File: src/rtl/lasm_pkg.sv
// package: item types, link type between cells, register indexes and reset values
`default_nettype none

package lasm_pkg;

    // pattern and row geometry
    localparam int PATTERN_LENGTH = 16;
    localparam int SCORE_W        = 5;
    localparam int CFG_INDEX_W    = 3;
    localparam int PATTERN_WORDS  = 4;

    // configuration register indexes
    localparam logic [CFG_INDEX_W-1:0] CFG_THRESHOLD     = 3'd0;
    localparam logic [CFG_INDEX_W-1:0] CFG_PATTERN_WORD0 = 3'd1;
    localparam logic [CFG_INDEX_W-1:0] CFG_PATTERN_WORD1 = 3'd2;
    localparam logic [CFG_INDEX_W-1:0] CFG_PATTERN_WORD2 = 3'd3;
    localparam logic [CFG_INDEX_W-1:0] CFG_PATTERN_WORD3 = 3'd4;

    // register reset values ("sponsored-search", threshold 4)
    localparam logic [SCORE_W-1:0] THRESHOLD_RESET     = 5'd4;
    localparam logic [31:0]        PATTERN_WORD0_RESET = 32'd1852797043;
    localparam logic [31:0]        PATTERN_WORD1_RESET = 32'd1701998451;
    localparam logic [31:0]        PATTERN_WORD2_RESET = 32'd1702047076;
    localparam logic [31:0]        PATTERN_WORD3_RESET = 32'd1751347809;

    // input item
    typedef struct packed {
        logic [7:0] text_byte;
        logic       last_byte;
    } in_item_t;

    // result item
    typedef struct packed {
        logic [31:0] position;
        logic [31:0] hit_count;
    } out_item_t;

    // what one cell hands to the next
    typedef struct packed {
        logic               valid;
        logic [7:0]         text_byte;
        logic               last_byte;
        logic [SCORE_W-1:0] running;
        logic               hit;
    } lasm_link_t;

endpackage

`default_nettype wire

File: src/rtl/lasm_cell.sv
// one pattern position of the alignment row: holds its score, passes the byte on
`default_nettype none

module lasm_cell
(
    input  wire logic                       clk,
    input  wire logic                       rst_n,
    input  wire logic                       advance,
    input  wire logic [7:0]                 pattern_byte,
    input  wire logic [lasm_pkg::SCORE_W-1:0] threshold,
    input  wire lasm_pkg::lasm_link_t       link_in,
    output lasm_pkg::lasm_link_t            link_out
);
    import lasm_pkg::*;

    logic [SCORE_W-1:0] score_reg;
    logic [SCORE_W-1:0] score_next;
    lasm_link_t         link_reg;
    lasm_link_t         link_next;

    logic signed [SCORE_W+1:0] run_s;
    logic signed [SCORE_W+1:0] old_s;
    logic signed [SCORE_W+1:0] diag_s;
    logic signed [SCORE_W+1:0] gap_s;
    logic signed [SCORE_W+1:0] best_s;
    logic signed [SCORE_W+1:0] run_dec_s;
    logic [SCORE_W-1:0]        best;
    logic [SCORE_W-1:0]        running_next;

    // score update for this position
    always_comb
    begin
        run_s     = $signed({2'b00, link_in.running});
        old_s     = $signed({2'b00, score_reg});
        diag_s    = (link_in.text_byte == pattern_byte) ? run_s + 7'sd1 : run_s - 7'sd1;
        gap_s     = old_s - 7'sd1;
        best_s    = (diag_s > gap_s) ? diag_s : gap_s;
        if (best_s < 7'sd0)
        begin
            best_s = 7'sd0;
        end
        best      = best_s[SCORE_W-1:0];
        run_dec_s = run_s - 7'sd1;
        running_next = (run_dec_s > old_s) ? run_dec_s[SCORE_W-1:0] : score_reg;
    end

    // next state: the row clears behind the last byte
    always_comb
    begin
        score_next          = score_reg;
        link_next           = link_reg;
        link_next.valid     = link_in.valid;
        if (link_in.valid)
        begin
            score_next          = link_in.last_byte ? '0 : best;
            link_next.text_byte = link_in.text_byte;
            link_next.last_byte = link_in.last_byte;
            link_next.running   = running_next;
            link_next.hit       = link_in.hit || (best >= threshold);
        end
    end

    always_ff @(posedge clk or negedge rst_n)
    begin
        if (!rst_n)
        begin
            score_reg <= '0;
            link_reg  <= '0;
        end
        else if (advance)
        begin
            score_reg <= score_next;
            link_reg  <= link_next;
        end
    end

    assign link_out = link_reg;

endmodule

`default_nettype wire

File: src/rtl/lasm_tail.sv
// end of the row: position and hit counters, output register
`default_nettype none

module lasm_tail
(
    input  wire logic                 clk,
    input  wire logic                 rst_n,
    input  wire logic                 advance,
    input  wire lasm_pkg::lasm_link_t link_in,
    output logic                      out_valid,
    output lasm_pkg::out_item_t       out_data
);
    import lasm_pkg::*;

    logic [31:0] pos_reg;
    logic [31:0] pos_next;
    logic [31:0] hits_reg;
    logic [31:0] hits_next;
    logic        out_valid_reg;
    logic        out_valid_next;
    out_item_t   out_data_reg;
    out_item_t   out_data_next;
    logic [31:0] hits_inc;

    // counters and result load
    always_comb
    begin
        hits_inc       = hits_reg + 32'd1;
        pos_next       = pos_reg;
        hits_next      = hits_reg;
        out_valid_next = 1'b0;
        out_data_next  = out_data_reg;
        if (link_in.valid)
        begin
            pos_next = pos_reg + 32'd1;
            if (link_in.hit)
            begin
                hits_next              = hits_inc;
                out_valid_next         = 1'b1;
                out_data_next.position = pos_reg;
                out_data_next.hit_count = hits_inc;
            end
            if (link_in.last_byte)
            begin
                pos_next  = '0;
                hits_next = '0;
            end
        end
    end

    always_ff @(posedge clk or negedge rst_n)
    begin
        if (!rst_n)
        begin
            pos_reg       <= '0;
            hits_reg      <= '0;
            out_valid_reg <= 1'b0;
        end
        else if (advance)
        begin
            pos_reg       <= pos_next;
            hits_reg      <= hits_next;
            out_valid_reg <= out_valid_next;
        end
    end

    // result payload
    always_ff @(posedge clk)
    begin
        if (advance)
        begin
            out_data_reg <= out_data_next;
        end
    end

    assign out_valid = out_valid_reg;
    assign out_data  = out_data_reg;

endmodule

`default_nettype wire

File: src/rtl/local_alignment_stream_matcher.sv
// top level: configuration registers, row of alignment cells, counter tail
// path: an accepted byte loads the first of the 16 cell registers, then passes the other
// cells in order, and the tail register then offers any result
// throughput: one byte per cycle while no result is held; each cell holds one score and
// passes the byte on whenever the row advances, so a byte reaches cell j after cell j-1
// the whole row freezes while a result waits under out_stall
// reset: scores and counters clear, threshold 4, pattern "sponsored-search"
`default_nettype none

module local_alignment_stream_matcher
(
    input  wire logic                              clk,
    input  wire logic                              rst_n,
    input  wire logic                              in_valid,
    output logic                                   in_stall,
    input  wire lasm_pkg::in_item_t                in_data,
    output logic                                   out_valid,
    input  wire logic                              out_stall,
    output lasm_pkg::out_item_t                    out_data,
    input  wire logic                              cfg_valid,
    output logic                                   cfg_ready,
    input  wire logic [lasm_pkg::CFG_INDEX_W-1:0]  cfg_index,
    input  wire logic [31:0]                       cfg_data
);
    import lasm_pkg::*;

    logic [SCORE_W-1:0]                  threshold_reg;
    logic [PATTERN_WORDS-1:0][31:0]      pattern_reg;
    logic [PATTERN_WORDS*32-1:0]         pattern_flat;
    lasm_link_t                          links [PATTERN_LENGTH+1];
    logic                                advance;

    // configuration registers
    always_ff @(posedge clk or negedge rst_n)
    begin
        if (!rst_n)
        begin
            threshold_reg  <= THRESHOLD_RESET;
            pattern_reg[0] <= PATTERN_WORD0_RESET;
            pattern_reg[1] <= PATTERN_WORD1_RESET;
            pattern_reg[2] <= PATTERN_WORD2_RESET;
            pattern_reg[3] <= PATTERN_WORD3_RESET;
        end
        else if (cfg_valid && cfg_ready)
        begin
            case (cfg_index)
                CFG_THRESHOLD:     threshold_reg  <= cfg_data[SCORE_W-1:0];
                CFG_PATTERN_WORD0: pattern_reg[0] <= cfg_data;
                CFG_PATTERN_WORD1: pattern_reg[1] <= cfg_data;
                CFG_PATTERN_WORD2: pattern_reg[2] <= cfg_data;
                CFG_PATTERN_WORD3: pattern_reg[3] <= cfg_data;
                default:           ;
            endcase
        end
    end

    assign cfg_ready    = 1'b1;
    assign pattern_flat = pattern_reg;

    // the row moves unless a result is held
    assign advance  = !(out_valid && out_stall);
    assign in_stall = !advance;

    // entry into the first cell: valid, byte, last flag, zero running value, no hit
    assign links[0] = {in_valid, in_data.text_byte, in_data.last_byte,
                       {SCORE_W{1'b0}}, 1'b0};

    // row of cells
    for (genvar j = 0; j < PATTERN_LENGTH; j++)
    begin : g_cell
        lasm_cell u_cell
        (
            .clk          (clk),
            .rst_n        (rst_n),
            .advance      (advance),
            .pattern_byte (pattern_flat[j*8 +: 8]),
            .threshold    (threshold_reg),
            .link_in      (links[j]),
            .link_out     (links[j+1])
        );
    end

    // counters and result register
    lasm_tail u_tail
    (
        .clk       (clk),
        .rst_n     (rst_n),
        .advance   (advance),
        .link_in   (links[PATTERN_LENGTH]),
        .out_valid (out_valid),
        .out_data  (out_data)
    );

endmodule

`default_nettype wire

File: config.mk
export PLATFORM = sky130hd
export DESIGN_NAME = local_alignment_stream_matcher
export DESIGN_NICKNAME = d
export VERILOG_FILES = /design/src/rtl/lasm_pkg.sv /design/src/rtl/lasm_cell.sv /design/src/rtl/lasm_tail.sv /design/src/rtl/local_alignment_stream_matcher.sv
export SDC_FILE = /design/constraint.sdc
export NUM_CORES = 1
export LEC_CHECK = 0
export ABC_CLOCK_PERIOD_IN_PS = 4760
export BUFFER_PORTS_ARGS = -buffer_cell sky130_fd_sc_hd__buf_2
export CAP_MARGIN = 25
export CORE_MARGIN = 4
export CORE_UTILIZATION = 50
export CTS_BUF_LIST = sky130_fd_sc_hd__clkbuf_4 sky130_fd_sc_hd__clkbuf_8
export CTS_CLUSTER_DIAMETER = 120
export DETAILED_ROUTE_END_ITERATION = 10
export PLACE_DENSITY = 0.73
export SLEW_MARGIN = 20
export SYNTH_ARGS = -nofsm -noshare
export SYNTH_HDL_FRONTEND = slang
export SYNTH_SLANG_ARGS = --single-unit
File: constraint.sdc
create_clock -name clk -period 4.76 [get_ports clk]
set_input_delay 0.476 -clock clk [delete_from_list [all_inputs] [get_ports clk]]
set_output_delay 0.476 -clock clk [all_outputs]
set_load 0.05 [all_outputs]
# == Yosys cells after proc, flatten, opt, wreduce, memory -nomap -nowiden ==
# Index checks and enable logic that the tools add are counted.
# word_totals
register_bits,585
input_bits,49
wordCells,362
output_inout_bits,67
# op_classes
n_bitwise,1
reduce_logical,42
add_sub_neg,48
n_mux,84
eq_ne,20
magnitude_cmp,63
# op_table
op,n
2-to-1 mux 5 bit,47
2-to-1 mux 7 bit,32
subtractor 5 x 1 -> 6 bit (second input constant),31
== test 8 bit,16
greater-than comparator 7 bit,16
less-than comparator 7 x 1 -> 1 bit (second input constant),16
greater-than comparator 7 x 6 -> 1 bit,14
2-to-1 mux 32 bit,3
adder 5 x 1 -> 6 bit (second input constant),15
greater-or-equal comparator 5 bit,16
adder 32 x 1 -> 32 bit (second input constant),2
AND reduction 2 bit,22
logical OR 1 bit,15
== test 3 x 2 -> 1 bit (second input constant),2
greater-than comparator 1 x 6 -> 1 bit (first input constant),1
AND reduction 3 bit,2
== test 3 x 1 -> 1 bit (second input constant),1
== test 3 bit (second input constant),1
logical NOT 3 bit,1
2-to-1 mux 1 bit,2
nonzero test 2 bit,1
logical AND 1 bit,1
inverter 1 bit,1

# == Depth between registers and ports, before layout ==
# depth
depth_word,8
ltp_mapped,21
mapped_depth_nobuf,20

# == Cells and area by module ==
# A second synthesis with hierarchy kept.
# hier_totals
hier_cells,3630
hier_area_um2,38550.7
# modules_own_cells
mod,area_each_um2,instances,cells_each,seq_area_each_um2
lasm_cell at g_cell[0].u_cell ...,1710.4,15,176,525.5
lasm_tail,5859.4,1,507,3548.4
local_alignment_stream_matcher,5250.0,1,291,3414.5
lasm_cell at g_cell[4].u_cell,1785.5,1,192,525.5

# == Worst setup path before layout ==
# Ideal clock, no wire load.
# synth_path
kind,flip-flop to flip-flop
start,"reg pattern_reg, in the netlist pattern_flat[30]"
end,"reg g_cell[3].u_cell.link_reg, in the netlist g_cell[3].u_cell.link_out[0]"
path_slack_ps,519
t_arrival_ps,4116
required_time_ps,4634
setup_time_ps,126
period_less_slack_ps,4241
stages_incl_launch_ff,21
path_buffers,1
path_cell_list,dfstp_2 xor2_1 nor4_1 and2_0 clkbuf_1 nand2_1 o21ai_0 inv_1 ha_1 a21o_1 a2111oi_0 a221oi_2 nand2b_1 o22a_1 ha_1 nand2b_1 a21o_1 a21oi_1 nor2b_1 o21ai_0 a21oi_1
# synth_via
elab_chain_cells,8
# synth_rtl
item,line,text
from (decl),local_alignment_stream_matcher.sv:28,logic [PATTERN_WORDS-1:0][31:0] pattern_reg;
== test 8 bit *,lasm_cell.sv:35,diag_s = (link_in.text_byte == pattern_byte) ? run_s + 7'sd1 : run_s - 7'sd1;
2-to-1 mux 7 bit *,lasm_cell.sv:35,
greater-than comparator 7 bit,lasm_cell.sv:37,best_s = (diag_s > gap_s) ? diag_s : gap_s;
2-to-1 mux 7 bit *,lasm_cell.sv:37,
less-than comparator 7 x 1 -> 1 bit,lasm_cell.sv:38,if (best_s < 7'sd0)
2-to-1 mux 5 bit *,lasm_cell.sv:38,
greater-or-equal comparator 5 bit *,lasm_cell.sv:59,link_next.hit = link_in.hit || (best >= threshold);
logical OR 1 bit *,lasm_cell.sv:59,
to (signal assigned),lasm_cell.sv:73,link_reg <= link_next;
to (decl),lasm_cell.sv:18,lasm_link_t link_reg;
# Mark *: on every way between the ends. The rest lies on a longest branch, timed or not.
# A chain may end at the register's enable or synchronous reset.

# == Worst setup path after layout ==
# layout_path
start,"reg pattern_reg, in the netlist pattern_flat[66]"
end,"reg g_cell[8].u_cell.link_reg, in the netlist g_cell[8].u_cell.link_out[0]"
# layout_via
elab_chain_cells,8
# layout_rtl
item,line
== test 8 bit *,lasm_cell.sv:35
2-to-1 mux 7 bit *,lasm_cell.sv:35
greater-than comparator 7 bit,lasm_cell.sv:37
2-to-1 mux 7 bit *,lasm_cell.sv:37
less-than comparator 7 x 1 -> 1 bit,lasm_cell.sv:38
2-to-1 mux 5 bit *,lasm_cell.sv:38
greater-or-equal comparator 5 bit *,lasm_cell.sv:59
logical OR 1 bit *,lasm_cell.sv:59
to (signal assigned),lasm_cell.sv:73
to (decl),lasm_cell.sv:18
# Marked as above.

==> results.json <==
{
  "clock-sinks": 585,
  "synthAdderAreaFrac_pct": 10.6,
  "cp_num_cells": 19,
  "setup_viol": 0,
  "synthesis.nets": 3873,
  "nets": 4054,
  "core_area_mm2": 0.0716,
  "min_period_ns": 4.46,
  "grt-ovfl-total": 0,
  "grt_pass1_vias": 26700,
  "drive_gt1_share_pct": 20.7,
  "report.final.slew_viol_count": 0,
  "port_buffers": 114,
  "ys_warn_count": 0,
  "synth-xor-area-share_pct": 8.03,
  "yosys-top-cells-area": "dfrtp_1 (31%), ha_1 (11%), mux2_2 (8.6%), edfxtp_1 (5.3%), dfstp_2 (5.0%)",
  "routed_via_density": 5.73,
  "synth_edf_count": 64,
  "dp.final_hpwl_um": 63400,
  "crit_buf_inv": 1,
  "grt_pass1_wl_um": 142000,
  "design.die.area_mm2": 0.0768,
  "dpl_cell_area_mm2": 0.0381,
  "endpoint_kind": "register",
  "clk_latency_ns": 0.72,
  "critPathTopFamily": "compound AO/OA/AOI/OAI gates",
  "final_common_cell": "dfrtp_1",
  "fmax_ghz": 0.224,
  "cts_tree": "done",
  "hold_viol_final": 0,
  "max_stage_delay_ns": 0.54,
  "crit_type": "register to register",
  "syn_avg_cell_area_um2": 10.3,
  "async_flop_share_pct": 89.1,
  "drt-initial-drc-count": 1899,
  "largest_reg_flops": 243,
  "cts_buffers": 98,
  "cts_buffer_depth": 3,
  "synth_cells": 3516,
  "ff2ff_path_depth": 19,
  "root_buffer": "clkbuf_8",
  "die_h_um": 277,
  "final_antenna_net_count": 0,
  "final.setup_skew_ns": 0.0595,
  "maxCapViolCount": 0,
  "yosys.area.top_type_share_pct": 31.2,
  "drt-total-wl_um": 87500,
  "met3_length_um": 5370,
  "rows": 98,
  "yosys.area_share.simple_pct": 12.8,
  "synth-compound-area-share_pct": 12.0,
  "synthMuxAreaShare_pct": 11.3,
  "antenna_found_initial": 4,
  "tightest_slew_ns": 1.06,
  "post_cts_buffers": 0,
  "cts_max_level": 3,
  "gr-usage-all-layers_pct": 22.4,
  "clk_pin_slew_ns": 0.06,
  "layout_common_cells": "dfrtp_1 (452), ha_1 (308), nand2_1 (301)",
  "required_ns": 5.36,
  "gp_congestion": 0.914,
  "start_util_pct": 50.6,
  "rsz0062_at_grt": "no",
  "grt_max_degree": 137,
  "slowest_stage": "dfstp_2",
  "drc": 0,
  "dr.pass1.iters": 5,
  "chipWidth_um": 277,
  "relSlewSlack_pct": 29.0,
  "fin_area_mm2": 0.0406,
  "io-pin-count": 116,
  "period_share_pct": 93.6,
  "vias": 27100,
  "synthFlopType": "dfrtp_1",
  "critPathMaxFanout": 6,
  "top_layer_used": "met5",
  "min_path_cells": 3,
  "synth_top_family_by_area": "simple AND/OR/NAND/NOR gates",
  "synth_seq_cells": 585,
  "wl_per_cell_um": 18.5,
  "area_delta_synth_final_pct": 12.2,
  "wl_met2_um": 40600,
  "path_cells": "xnor2_1 > nand4_1 > nor2_2 > o21bai_1 > xnor2_1 > inv_1 > ha_1 > a21o_1 > a2111o_1 > o21ai_1 > o21bai_1 > o22a_1 > ha_1 > nand2b_1 > a21o_1 > a21oi_1 > nor2b_1 > o21ai_0 > a21oi_1",
  "status": "complete, no violations",
  "finalSetupTns_ns": 0,
  "hold_class": "input pin to register",
  "critPathLaunchType": "register",
  "drt-met1-wl_um": 39600,
  "yosys.area.top_type": "dfrtp_1",
  "synth_area_mm2": 0.0362,
  "synth-seq-area-share_pct": 41.6,
  "yosysUniqueCellTypes": 87,
  "worstPathArrival_ns": 5.06
}
-- timing repair --
item | in CTS | in global routing
resized for setup | 0 | 21
endpoints found under the hold margin | 89 | 0
hold buffers | 10 | 0
endpoints found under the setup margin | 0 | 9
-- cell type report --
type                            count  area [um^2]
Fill cell                        6137        31000
Tap cell                          950         1190
Timing Repair Buffer              202         1320
Multi-Input combinational cell   2583        20000
Sequential cell                   585        15000
Clock buffer                      148         1860
Antenna cell                        3         7.51
Inverter                          227          852
Clock inverter                     36          382
-- synthesized netlist by cell type (22+ instances only) --
cell type	count
xor2_1	125
nand2b_1	34
mux2i_1	98
a21o_1	45
dfstp_2	69
edfxtp_1	64
clkbuf_1	103
mux2_2	276
or3_1	44
nor3_1	62
o221ai_1	25
nand2_1	305
nand4_1	60
nand3b_1	22
and3_1	24
xnor2_1	207
nor2b_1	41
o22ai_1	40
o21ai_0	179
dfrtp_1	452
a21oi_1	119
ha_1	308
inv_1	226
nand3_1	98
nor2_1	132
-- routing by layer --
metal	vias up	track usage, %
li1	13100	-
met1	13200	31.0
met2	754	36.3
met3	130	4.41
met4	4	5.88
met5	-	0
-- worst register-to-register path: stages, from the launching register on --
cell and delay [ns]:
dfstp_2 0.54, xnor2_1 0.13, nand4_1 0.27, nor2_2 0.34
o21bai_1 0.15, xnor2_1 0.31, inv_1 0.09, ha_1 0.21
a21o_1 0.15, a2111o_1 0.39, o21ai_1 0.35, o21bai_1 0.24
o22a_1 0.23, ha_1 0.22, nand2b_1 0.14, a21o_1 0.17
a21oi_1 0.13, nor2b_1 0.05, o21ai_0 0.14, a21oi_1 0.08
-- through the flow --
step           utilization (%)  hold slack, ns  instances  setup WS [ns]
6_report                  56.7          0.0977       4734          0.303
5_1_grt                   56.7          0.0639       4732         0.0275
4_1_cts                   56.5          0.0361       4729          0.120
3_5_place_dp              53.3           0.461       4535          0.159
3_3_place_gp              53.3           0.467       4535          0.180
2_1_floorplan                -           0.180       3516          0.519
-- cell families after synthesis --
logic type               Yosys count
AND/OR/NAND/NOR                  919
AO/OA/AOI/OAI                    649
flip-flops                       585
multiplexers                     374
buffers and inverters            348
XOR/XNOR                         332
adder cells (fa/ha/maj)          308
other                              1
-- final timing paths --
path                       slack (ns)                              to          startpoint
max                              0.30    g_cell[8].u_cell.link_out[0]    pattern_flat[66]
min                               0.1                threshold_reg[1]         cfg_data[1]
max reg2reg                      0.30    g_cell[8].u_cell.link_out[0]    pattern_flat[66]
min reg2reg                      0.49             u_tail.out_data[63]  u_tail.pos_reg[31]
max in group asynchronous        3.14   g_cell[3].u_cell.link_out[14]               rst_n
min in group asynchronous        0.37  g_cell[12].u_cell.score_reg[4]               rst_n
Power is left out: the tool's default activity adds up to more than one toggle a clock period on the data nets, which glitch-free logic cannot reach.
